[src/hdl/tnc_pkg.sv]
`timescale 1ns / 1ps
package tnc_pkg;

  localparam int FRAC_BITS_DEF = 16;
  localparam int COORD_W       = 32;
  localparam int NUM_COMP      = 6;
  localparam int COMP_W        = 3;
  localparam int CFG_IDX_W     = 1;
  localparam int CFG_DATA_W    = 2;

  // component slots of a vertex row
  localparam logic [COMP_W-1:0] COMP_X = 3'd0;
  localparam logic [COMP_W-1:0] COMP_Y = 3'd1;
  localparam logic [COMP_W-1:0] COMP_Z = 3'd2;
  localparam logic [COMP_W-1:0] COMP_W_SLOT = 3'd3;
  localparam logic [COMP_W-1:0] COMP_VA = 3'd4;
  localparam logic [COMP_W-1:0] COMP_VB = 3'd5;

  // register indexes
  localparam logic [CFG_IDX_W-1:0] CFG_CULL_MODE = 1'b0;
  localparam logic [CFG_IDX_W-1:0] CFG_FILL_MODE = 1'b1;

  localparam logic [1:0] CULL_NONE  = 2'd0;
  localparam logic [1:0] CULL_BACK  = 2'd1;
  localparam logic [1:0] CULL_FRONT = 2'd2;

  localparam logic FILL_SOLID = 1'b0;
  localparam logic FILL_WIRE  = 1'b1;

  typedef enum logic [3:0] {
    OP_NONE,
    OP_LOAD,
    OP_COPY,
    OP_CLIP_DIV,
    OP_BLEND_MUL,
    OP_BLEND_ADD,
    OP_PROJ_DIV,
    OP_PROJ_STORE,
    OP_CROSS_MUL,
    OP_CROSS_ACC,
    OP_EMIT
  } dp_op_e;

  typedef struct packed {
    dp_op_e            op;
    logic [1:0]        ia;
    logic [1:0]        ib;
    logic [1:0]        dst;
    logic [COMP_W-1:0] comp;
    logic [1:0]        step;
    logic              last;
    logic              in_ready;
  } dp_cmd_t;

  typedef struct packed {
    logic       in_valid;
    logic       out_free;
    logic [2:0] z_neg;
    logic       div_done;
    logic       cross_neg;
    logic       cross_zero;
  } dp_sts_t;

  // polygon vertex for each emitted position
  function automatic logic [1:0] emit_vtx(input logic fill, input logic quad,
                                          input logic [2:0] step);
    logic [15:0] seq;
    unique case ({fill, quad})
      2'b00: seq = 16'b00_00_00_00_00_10_01_00;
      2'b01: seq = 16'b00_00_11_10_00_10_01_00;
      2'b10: seq = 16'b00_00_00_10_10_01_01_00;
      2'b11: seq = 16'b00_11_11_10_10_01_01_00;
    endcase
    return seq[{step, 1'b0} +: 2];
  endfunction

  function automatic logic [3:0] emit_count(input logic fill, input logic quad);
    logic [3:0] n;
    unique case ({fill, quad})
      2'b00: n = 4'd3;
      2'b01: n = 4'd6;
      2'b10: n = 4'd6;
      2'b11: n = 4'd8;
    endcase
    return n;
  endfunction

endpackage

[src/hdl/tnc_ctrl.sv]
`timescale 1ns / 1ps
module tnc_ctrl (
  input  logic                           clk_i,
  input  logic                           rst_ni,
  input  logic                           cfg_we_i,
  input  logic [tnc_pkg::CFG_IDX_W-1:0]  cfg_idx_i,
  input  logic [tnc_pkg::CFG_DATA_W-1:0] cfg_data_i,
  input  tnc_pkg::dp_sts_t               sts_i,
  output tnc_pkg::dp_cmd_t               cmd_o
);
  import tnc_pkg::*;

  typedef enum logic [12:0] {
    S_GATHER = 13'b0000000000001,
    S_EDGE   = 13'b0000000000010,
    S_CDIV   = 13'b0000000000100,
    S_CWAIT  = 13'b0000000001000,
    S_BMUL   = 13'b0000000010000,
    S_BADD   = 13'b0000000100000,
    S_DECIDE = 13'b0000001000000,
    S_PDIV   = 13'b0000010000000,
    S_PWAIT  = 13'b0000100000000,
    S_XMUL   = 13'b0001000000000,
    S_XACC   = 13'b0010000000000,
    S_XDEC   = 13'b0100000000000,
    S_EMIT   = 13'b1000000000000
  } state_e;

  state_e            state_q, state_d;
  logic [1:0]        cnt_q, cnt_d;
  logic [1:0]        edge_q, edge_d;
  logic [2:0]        n_q, n_d;
  logic [1:0]        ca_q, ca_d;
  logic [1:0]        cb_q, cb_d;
  logic [COMP_W-1:0] comp_q, comp_d;
  logic [1:0]        pv_q, pv_d;
  logic              pax_q, pax_d;
  logic [1:0]        xs_q, xs_d;
  logic [2:0]        es_q, es_d;
  logic [1:0]        cull_q;
  logic              fill_q;

  logic [1:0]        edge_nx;
  logic              zi_neg, zj_neg, adv_edge, quad, last, keep, cross_pos;
  logic [3:0]        emit_len;

  always_comb begin
    edge_nx   = (edge_q == 2'd2) ? 2'd0 : 2'(edge_q + 2'd1);
    zi_neg    = sts_i.z_neg[edge_q];
    zj_neg    = sts_i.z_neg[edge_nx];
    quad      = (n_q == 3'd4);
    emit_len  = emit_count(fill_q, quad);
    last      = ({1'b0, es_q} == 4'(emit_len - 4'd1));
    cross_pos = !sts_i.cross_neg && !sts_i.cross_zero;
    keep      = (cull_q == CULL_BACK) ? !cross_pos : cross_pos;
  end

  always_comb begin
    state_d  = state_q;
    cnt_d    = cnt_q;
    edge_d   = edge_q;
    n_d      = n_q;
    ca_d     = ca_q;
    cb_d     = cb_q;
    comp_d   = comp_q;
    pv_d     = pv_q;
    pax_d    = pax_q;
    xs_d     = xs_q;
    es_d     = es_q;
    adv_edge = 1'b0;
    cmd_o    = '{op: OP_NONE, ia: ca_q, ib: cb_q, dst: n_q[1:0], comp: comp_q,
                 step: xs_q, last: 1'b0, in_ready: 1'b0};

    unique case (state_q)
      S_GATHER: begin
        cmd_o.in_ready = 1'b1;
        cmd_o.dst      = cnt_q;
        if (sts_i.in_valid) begin
          cmd_o.op = OP_LOAD;
          if (cnt_q == 2'd2) begin
            cnt_d   = 2'd0;
            n_d     = 3'd0;
            edge_d  = 2'd0;
            state_d = S_EDGE;
          end else begin
            cnt_d = 2'(cnt_q + 2'd1);
          end
        end
      end
      S_EDGE: begin
        cmd_o.ia = edge_q;
        if (!zi_neg) begin
          cmd_o.op = OP_COPY;
          n_d      = 3'(n_q + 3'd1);
        end
        if (!zi_neg && zj_neg) begin
          ca_d    = edge_q;
          cb_d    = edge_nx;
          state_d = S_CDIV;
        end else if (zi_neg && !zj_neg) begin
          ca_d    = edge_nx;
          cb_d    = edge_q;
          state_d = S_CDIV;
        end else begin
          adv_edge = 1'b1;
        end
      end
      S_CDIV: begin
        cmd_o.op = OP_CLIP_DIV;
        state_d  = S_CWAIT;
      end
      S_CWAIT: begin
        if (sts_i.div_done) begin
          comp_d  = COMP_X;
          state_d = S_BMUL;
        end
      end
      S_BMUL: begin
        cmd_o.op = OP_BLEND_MUL;
        state_d  = S_BADD;
      end
      S_BADD: begin
        cmd_o.op = OP_BLEND_ADD;
        if (comp_q == COMP_VB) begin
          n_d      = 3'(n_q + 3'd1);
          adv_edge = 1'b1;
        end else begin
          comp_d  = 3'(comp_q + 3'd1);
          state_d = S_BMUL;
        end
      end
      S_DECIDE: begin
        if (n_q < 3'd3) begin
          state_d = S_GATHER;
        end else if (cull_q == CULL_BACK || cull_q == CULL_FRONT) begin
          pv_d    = 2'd0;
          pax_d   = 1'b0;
          state_d = S_PDIV;
        end else begin
          es_d    = 3'd0;
          state_d = S_EMIT;
        end
      end
      S_PDIV: begin
        cmd_o.op   = OP_PROJ_DIV;
        cmd_o.ia   = pv_q;
        cmd_o.comp = pax_q ? COMP_Y : COMP_X;
        state_d    = S_PWAIT;
      end
      S_PWAIT: begin
        cmd_o.ia   = pv_q;
        cmd_o.comp = pax_q ? COMP_Y : COMP_X;
        if (sts_i.div_done) begin
          cmd_o.op = OP_PROJ_STORE;
          if (pax_q) begin
            pax_d = 1'b0;
            if (pv_q == 2'd2) begin
              xs_d    = 2'd0;
              state_d = S_XMUL;
            end else begin
              pv_d    = 2'(pv_q + 2'd1);
              state_d = S_PDIV;
            end
          end else begin
            pax_d   = 1'b1;
            state_d = S_PDIV;
          end
        end
      end
      S_XMUL: begin
        cmd_o.op = OP_CROSS_MUL;
        state_d  = S_XACC;
      end
      S_XACC: begin
        cmd_o.op = OP_CROSS_ACC;
        if (xs_q == 2'd3) begin
          state_d = S_XDEC;
        end else begin
          xs_d    = 2'(xs_q + 2'd1);
          state_d = S_XMUL;
        end
      end
      S_XDEC: begin
        es_d    = 3'd0;
        state_d = keep ? S_EMIT : S_GATHER;
      end
      S_EMIT: begin
        cmd_o.ia   = emit_vtx(fill_q, quad, es_q);
        cmd_o.last = last;
        if (sts_i.out_free) begin
          cmd_o.op = OP_EMIT;
          es_d     = 3'(es_q + 3'd1);
          if (last) state_d = S_GATHER;
        end
      end
      default: state_d = S_GATHER;
    endcase

    if (adv_edge) begin
      if (edge_q == 2'd2) begin
        state_d = S_DECIDE;
      end else begin
        edge_d  = edge_nx;
        state_d = S_EDGE;
      end
    end
  end

  always_ff @(posedge clk_i or negedge rst_ni) begin
    if (!rst_ni) begin
      state_q <= S_GATHER;
      cnt_q   <= '0;
      edge_q  <= '0;
      n_q     <= '0;
      ca_q    <= '0;
      cb_q    <= '0;
      comp_q  <= '0;
      pv_q    <= '0;
      pax_q   <= 1'b0;
      xs_q    <= '0;
      es_q    <= '0;
      cull_q  <= CULL_NONE;
      fill_q  <= FILL_SOLID;
    end else begin
      state_q <= state_d;
      cnt_q   <= cnt_d;
      edge_q  <= edge_d;
      n_q     <= n_d;
      ca_q    <= ca_d;
      cb_q    <= cb_d;
      comp_q  <= comp_d;
      pv_q    <= pv_d;
      pax_q   <= pax_d;
      xs_q    <= xs_d;
      es_q    <= es_d;
      if (cfg_we_i) begin
        unique case (cfg_idx_i)
          CFG_CULL_MODE: cull_q <= cfg_data_i;
          CFG_FILL_MODE: fill_q <= cfg_data_i[0];
        endcase
      end
    end
  end
endmodule

[config.mk]
export PLATFORM = sky130hd
export DESIGN_NAME = tnc_ctrl
export DESIGN_NICKNAME = d
export VERILOG_FILES = /design/src/hdl/tnc_pkg.sv /design/src/hdl/tnc_ctrl.sv
export SDC_FILE = /design/constraint.sdc
export NUM_CORES = 1
export LEC_CHECK = 0
export BUFFER_PORTS_ARGS = -buffer_cell sky130_fd_sc_hd__buf_2
export CORE_MARGIN = 3
export CORE_UTILIZATION = 40
export DETAILED_ROUTE_END_ITERATION = 7
export MAX_ROUTING_LAYER = met4
export PLACE_DENSITY = 0.68
export SYNTH_ARGS = -nofsm -noshare
export SYNTH_HDL_FRONTEND = slang
export SYNTH_SLANG_ARGS = --single-unit
[constraint.sdc]
create_clock -name clk_i -period 6.4 [get_ports clk_i]
set_input_delay 0.32 -clock clk_i [delete_from_list [all_inputs] [get_ports clk_i]]
set_output_delay 0.32 -clock clk_i [all_outputs]
set_load 0.01 [all_outputs]
# Word-level counts from Yosys, hierarchy flattened
# Cells that the tools add are included.
[totals]
register_bits = 38
in_bits = 14
out_inout_bits = 17
elab_cells = 183
[classes]
n_addsub = 8
order_cmp = 3
eq_ne = 48
shifts = 1
mux = 80
bitwise_logic = 1
reduce_logical = 29
[ops]
columns = ["op", "count"]
rows = [
  ["13-bit 2-to-1 mux", 14],
  ["13-bit case mux with 13 select lines", 1],
  ["16-bit case mux with 4 select lines", 1],
  ["2-bit 2-to-1 mux", 22],
  ["4-bit case mux with 10 select lines", 1],
  ["3-bit 2-to-1 mux", 11],
  ["2-bit != test, second input constant", 15],
  ["3-bit != test, second input constant", 7],
  ["3-bit case mux with 3 select lines", 2],
  ["16-bit 2-to-1 mux", 1],
  ["16-bit by 5-bit indexed part select with 2-bit output", 1],
  ["2-bit equality test, second input constant", 7],
  ["1-bit 2-to-1 mux", 14],
  ["13-bit by 1-bit equality test with 1-bit output, second input constant", 1],
  ["13-bit by 10-bit equality test with 1-bit output, second input constant", 1],
  ["13-bit by 11-bit equality test with 1-bit output, second input constant", 1],
  ["13-bit by 12-bit equality test with 1-bit output, second input constant", 1],
  ["13-bit equality test, second input constant", 1],
  ["13-bit by 2-bit equality test with 1-bit output, second input constant", 1],
  ["13-bit by 3-bit equality test with 1-bit output, second input constant", 1],
  ["13-bit by 4-bit equality test with 1-bit output, second input constant", 1],
  ["13-bit by 5-bit equality test with 1-bit output, second input constant", 1],
  ["13-bit by 6-bit equality test with 1-bit output, second input constant", 1],
  ["13-bit by 7-bit equality test with 1-bit output, second input constant", 1],
  ["35 further kinds", 62],
]

# Longest topological paths before layout
# Gate-level depths: netlist of run 1.
[logic_depth]
depth_word = 11
mapped_depth = 11
ltp_nobuf = 11

# Worst setup path before layout of run 1
# OpenSTA, ideal clock, no wires.
[synth_path]
kind = "reg2out"
start = "register state_q[6]"
end = "output port cmd_o[14] (netlist bit)"
t_arrival_ns = 1.842
required_time_ns = 6.080
slack_ns = 4.238
stages_incl_launch_ff = 7
cell_sequence = "dfrtp_1 -> buf_6 -> or4_4 -> nor4_4 -> nand2_1 -> o21a_1 -> o211ai_1"
[synth_rtl]
columns = ["item", "line", "rtl"]
rows = [
  ["start: declaration", "tnc_ctrl.sv:29", "state_e state_q, state_d;"],
  ["start signal: assignment", "tnc_ctrl.sv:225", "state_q <= state_d;"],
  ["end: declaration", "tnc_ctrl.sv:9", "output tnc_pkg::dp_cmd_t cmd_o"],
]

==> results of run 1 <==
cell families (layout without fill, tap and decap cells):
logic type / Yosys count / in the layout
AOI/OAI and AO/OA: 66 / 66
buffers and inverters: 30 / 57
and+or+nand+nor: 138 / 138
xor gates and xnor gates: 7 / 7
muxes: 13 / 13
adders and majority gates: 15 / 15
DFF: 38 / 38
sequential cells by signal, summed over array words and instances (netlist names), 3 cells and up, named ones only:
name     count
comp_q       3
es_q         3
n_q          3
state_q     13
Yosys cell counts, drive strengths merged, types with 5 or more instances:
library cell	number	area (um^2)
mux2i	8	80.1
xor2	5	43.8
nand2b	6	37.5
nor2	20	77.6
inv	19	71.3
nor3	13	81.3
nand4	9	56.3
and2	5	31.3
buf	5	36.3
mux2	5	56.3
o21ai	24	120
nand3	10	55.1
clkbuf	6	22.5
ha	15	188
dfrtp	37	926
nand2	47	176
a21oi	14	70.1
cell type report:
| class | count | area share, % |
|---|---|---|
| clock buffer | 7 | 2.94 |
| multi-input combinational | 239 | 53.6 |
| clock inverter | 1 | 0.171 |
| sequential | 38 | 32.4 |
| timing repair buffer | 30 | 5.12 |
| tap | 77 | 3.28 |
| inverter | 19 | 2.43 |
report_power, final:
part | switching, W | internal, W | total, W
Clock | 0.0000875 | 0.0000870 | 0.000174
Sequential | 0.0000572 | 0.000287 | 0.000345
Combinational | 0.000229 | 0.000163 | 0.000392
how the worst max path moves through the flow:
stage / slack (ps) / cells after the start / end
2_1_floorplan: 4240 / 6 / cmd_o[14]
3_3_place_gp: 3860 / 6 / cmd_o[14]
3_5_place_dp: 3840 / 6 / cmd_o[14]
4_1_cts: 3510 / 6 / cmd_o[14]
5_1_grt: 3370 / 7 / cmd_o[12]
6_report: 3520 / 6 / cmd_o[14]
per-layer routing:
| metal | vias up | global-route usage, % | part of all wire (%) |
|---|---|---|---|
| li1 | 1157 | - | - |
| met2 | 62 | 27.8 | 45 |
| met3 | 6 | 3.03 | 5.0 |
| met5 | - | - | 0 |
| met4 | 0 | 4.60 | 1.0 |
| met1 | 1092 | 24.3 | 49 |
worst max-delay path, cell delays in order, from the launching register on:
cell      delay [ps]
dfrtp_1          550
or4_4            660
nor4_4           450
nand2_1          180
o21a_1           160
o211ai_1          90
buf_2            170
metrics by stage:
step,setup slack [ps],std cells,util [%],instance area (um^2),hold WS [ps]
final,3520,411,46.0,2940,123
after global routing,3370,411,46.0,2940,203
after CTS,3510,411,46.0,2940,171
after detailed placement,3840,403,44.5,2840,471
after global placement,3860,403,44.5,2840,468
after floorplan,4240,307,-,2660,24.4
==> flow_summary.toml, run 1 <==
[run_status]
status = "finished, final reports clean"

[die]
ios = 31
core_um2 = 6390
rows = 29
dieArea_um2 = 7650
start_util_pct = 41.6
dieWidth_um = 87.5
die_h_um = 87.5

[logic_synthesis]
syn_area_um2 = 2660
synth_ff_type = "dfrtp_1"
ys_types = 62
ys_seq_area_share_pct = 35.8
synthMuxAreaShare_pct = 5.13
syn_inst = 307
synth-edff-count = 0
synth_xor_area_share_pct = 2.31
syn_nets = 336
synthAdderAreaFrac_pct = 7.07
synth_simple_gate_area_share_pct = 28.6
synth_compound_gate_area_share_pct = 16.2
ys_seq_elements = 38
avgSynthCellArea_um2 = 8.65
synth_top_family_by_area = "simple AND/OR/NAND/NOR gates"
async_flop_share_pct = 100
synth_warnings = 0

[final_layout]
regArea_um2 = 952
multiInputGateArea_um2 = 1570
num_antenna_cells = 0
layout_commonest_cell = "nand2_1"
final_cell_mix = "47 x nand2_1, 37 x dfrtp_1, 30 x buf_2"
num-fill-cells = 639
fin_nets = 362
drive_gt1_share_pct = 16.8
syn_to_final_growth_pct = 10.5

[place]
place.gp.congestion = 0.909
numPortBuffers = 30
dpl.hpwl_mm = 4.80

[clock_tree]
post_cts_resized = 0
post_cts_buffers = 0
cts_buffers = 5
h-tree-depth = 2
clock_path_buffers = 2
cts_hold_buf = 0
clock_sinks = 38
cts_tree = "built"
root_buffer = "clkbuf_8"
clock_latency_ps = 300
clk_pin_slew_ps = 80

[critical_path]
cp.arrival_ps = 2560
r2r_cells = 6
reg2reg_to = "xs_q[1]"
startpoint_type = "flop"
required_ps = 6080
worstSetupPathType = "flop to output pin"
r2r_setup_slack_ps = 4020
endpoint_kind = "output pin"
startpoint = "state_q[7]"
cp_max_fo = 15
timing.rr.start = "state_q[7]"

[route]
wl_per_cell_um = 15.1
routed_via_density = 5.64
drcViolationCount = 0
vias = 2317
dr.first_iter.drc_count = 131
wl_mm = 6.22
ant_nets = 0
drtPass1Iterations = 5

[global_routing]
grt_util_all_layers_pct = 17.9
grt_first_pass_wirelength_mm = 10.5
grt-ovfl-total = 0
grt_max_degree = 39
grt_pass1_vias = 2204
antenna_found_initial = 0

[timing]
finalSetupViolations = 0
relSlewSlack_pct = 43.1
worst_slew_pin_slew_ps = 853
grt_setup_unrepaired = "no"
min_period_ps = 2880
hold_violations = 0
fmax_mhz = 347
fin_setup_tns_ps = 0
period_share_pct = 45.1
slew_viol_final = 0
skew_ps = 5.04

[power_and_ir_drop]
peakVddDrop_v = 0.000165
p_per_area_nw_per_um2 = 310
power_leakage_nw = 1.39
power_w = 0.000911

[worst_hold_path]
hold_class = "primary input to asynchronous set/reset pin"

[job]
cap_violations = 0
No activity file was read; power rests on OpenSTA's default activity.
==> run 2, diff against run 1 <==
PLACE_DENSITY = 0.7   (was 0.68)
clock period = 2.4 ns   (was 6.4 ns; I/O delays follow)
==> run 2 against run 1 <==
Net effect:
- worst setup slack got worse by 3500 ps
- first-iteration DRC count grew 35%
- global-route usage increased by 1.5 points
- power grew to 2.9 times the previous value
- clock skew is 3.6 ps higher
- non-clock buffer count up 26
- count of clock-buffer cells in the layout decreased by 1
- critical path depth grew 1
- hold slack worse by 53 ps
- flip-flop and latch count unchanged
- clock power increased to 2.9 times the previous value
- cell count is 6.3% higher
- largest cell class unchanged
==> flow_summary.toml, run 2 (synthesis results as in run 1) <==
[clock_tree]
clock_sinks = 38
clk_pin_slew_ps = 90
cts_buffers = 5
root_buffer = "clkbuf_8"
clock_path_buffers = 2
clock_latency_ps = 290
h-tree-depth = 2
cts_tree = "built"

[timing]
relSlewSlack_pct = 42.5
fin_setup_tns_ps = 0
worst_slew_pin_slew_ps = 863
skew_ps = 8.61
finalSetupViolations = 0
grt_setup_unrepaired = "yes"
whs_ps = 69.8
slew_viol_final = 0
period_share_pct = 99.0
min_period_ps = 2380
hold_violations = 0
fmax_mhz = 421

[power_and_ir_drop]
peakVddDrop_v = 0.000765
p_per_area_nw_per_um2 = 819
p_clk_share_pct = 18.7
power_w = 0.00268
seqPwrFrac_pct = 34.2
power_leakage_nw = 1.53
switchingPower_w = 0.00111
switching_share_pct = 41.5
p_int_w = 0.00157
p_comb_share_pct = 47.1

[critical_path]
cp_max_fo = 7
worstSetupPathType = "flop to output pin"
startpoint_type = "flop"
cp.arrival_ps = 2260
r2r_setup_slack_ps = 130
timing.rr.start = "state_q[7]"
r2r_cells = 7
required_ps = 2280
endpoint_kind = "output pin"
startpoint = "state_q[3]"
reg2reg_to = "state_q[1]"
cp-endpoint = "cmd_o[12]"

[die]
rows = 29
start_util_pct = 41.6
dieArea_um2 = 7650
dieWidth_um = 87.5
ios = 31
core_um2 = 6390
die_h_um = 87.5

[global_routing]
grt_util_all_layers_pct = 19.4
antenna_found_initial = 0
grt_first_pass_wirelength_mm = 11.2
grt-ovfl-total = 0
grt_max_degree = 39
grt_pass1_vias = 2305

[route]
wl_mm = 7.15
drt-met1-wl_mm = 3.22
routed.top_layer = "met4"
vias = 2482
routed_via_density = 5.68
met2_length_mm = 3.45
dr.first_iter.drc_count = 177
drtPass1Iterations = 4
ant_nets = 0
wl_per_cell_um = 16.4
drcViolationCount = 0
wl_met3_um = 370

[final_layout]
largest_register = "state_q"
drive_gt1_share_pct = 29.2
final_cell_mix = "45 x nand2_1, 33 x dfrtp_1, 30 x buf_2"
syn_to_final_growth_pct = 22.9
largest_reg_flops = 13
layout_commonest_cell = "nand2_1"
fin_nets = 388
num_antenna_cells = 0

[place]
place.gp.congestion = 0.915
numPortBuffers = 30
dpl.hpwl_mm = 5.20

[worst_hold_path]
hold_class = "primary input to flop"
min_from = "cfg_data_i[1]"
whs_path_depth = 2

[run_status]
status = "finished, final reports clean"

[job]
cap_violations = 0
run 2: area by class of cell:
type | count | area, um^2
Clock buffer | 6 | 82.6
Clock inverter | 2 | 16.3
Fill cell | 620 | 3120
Inverter | 19 | 71.3
Multi-Input combinational cell | 239 | 1670
Sequential cell | 38 | 957
Tap cell | 77 | 96.3
Timing Repair Buffer | 56 | 368
run 2: metrics by stage:
stage / area [um^2] / cells / util (%) / setup WS (ps)
CTS: 3110 / 430 / 48.7 / 14.8
global route: 3270 / 437 / 51.1 / -68.4
global placement: 2960 / 418 / 46.3 / 133
finish: 3270 / 437 / 51.1 / 24.0
floorplan: 2660 / 307 / - / 312
detailed placement: 2960 / 418 / 46.3 / 138
run 2: worst min-delay path by stage:
stage / end / slack (ps)
finish: cull_q[1] / 70
global route: fill_q / 70
CTS: cull_q[1] / 70
detailed placement: es_q[2] / 290
global placement: fill_q / 280
floorplan: asynchronous set/reset pin / -180
run 2: worst max-delay path: stages, from the launching register on:
cell       delay, ps
dfrtp_2          450
or4_4            620
nor2_4           140
nand4_1           90
buf_4            170
o21ai_0          240
a2bb2oi_2         90
buf_2            150
run 2: power groups by stage:
stage                     clock network, W  registers (W)  logic [W]
after floorplan                          0       0.000865   0.000797
after global placement                   0       0.000905    0.00111
after detailed placement                 0       0.000914    0.00112
after CTS                         0.000509       0.000903    0.00114
after global routing              0.000531       0.000932    0.00140
final                             0.000500       0.000916    0.00126
run 2: timing repair:
item,in CTS,in global routing
gates cloned,0,0
hold endpoints to repair,37,0
pin swaps,3,10
buffers inserted,3,7
endpoints found under the setup margin,7,8
hold buffers,1,0
resized for setup,4,28
run 2: layer usage:
metal	global-route usage, %	vias up
li1	-	1219
met1	26.0	1177
met2	31.2	74
met3	2.84	12
met4	4.46	0
met5	-	-
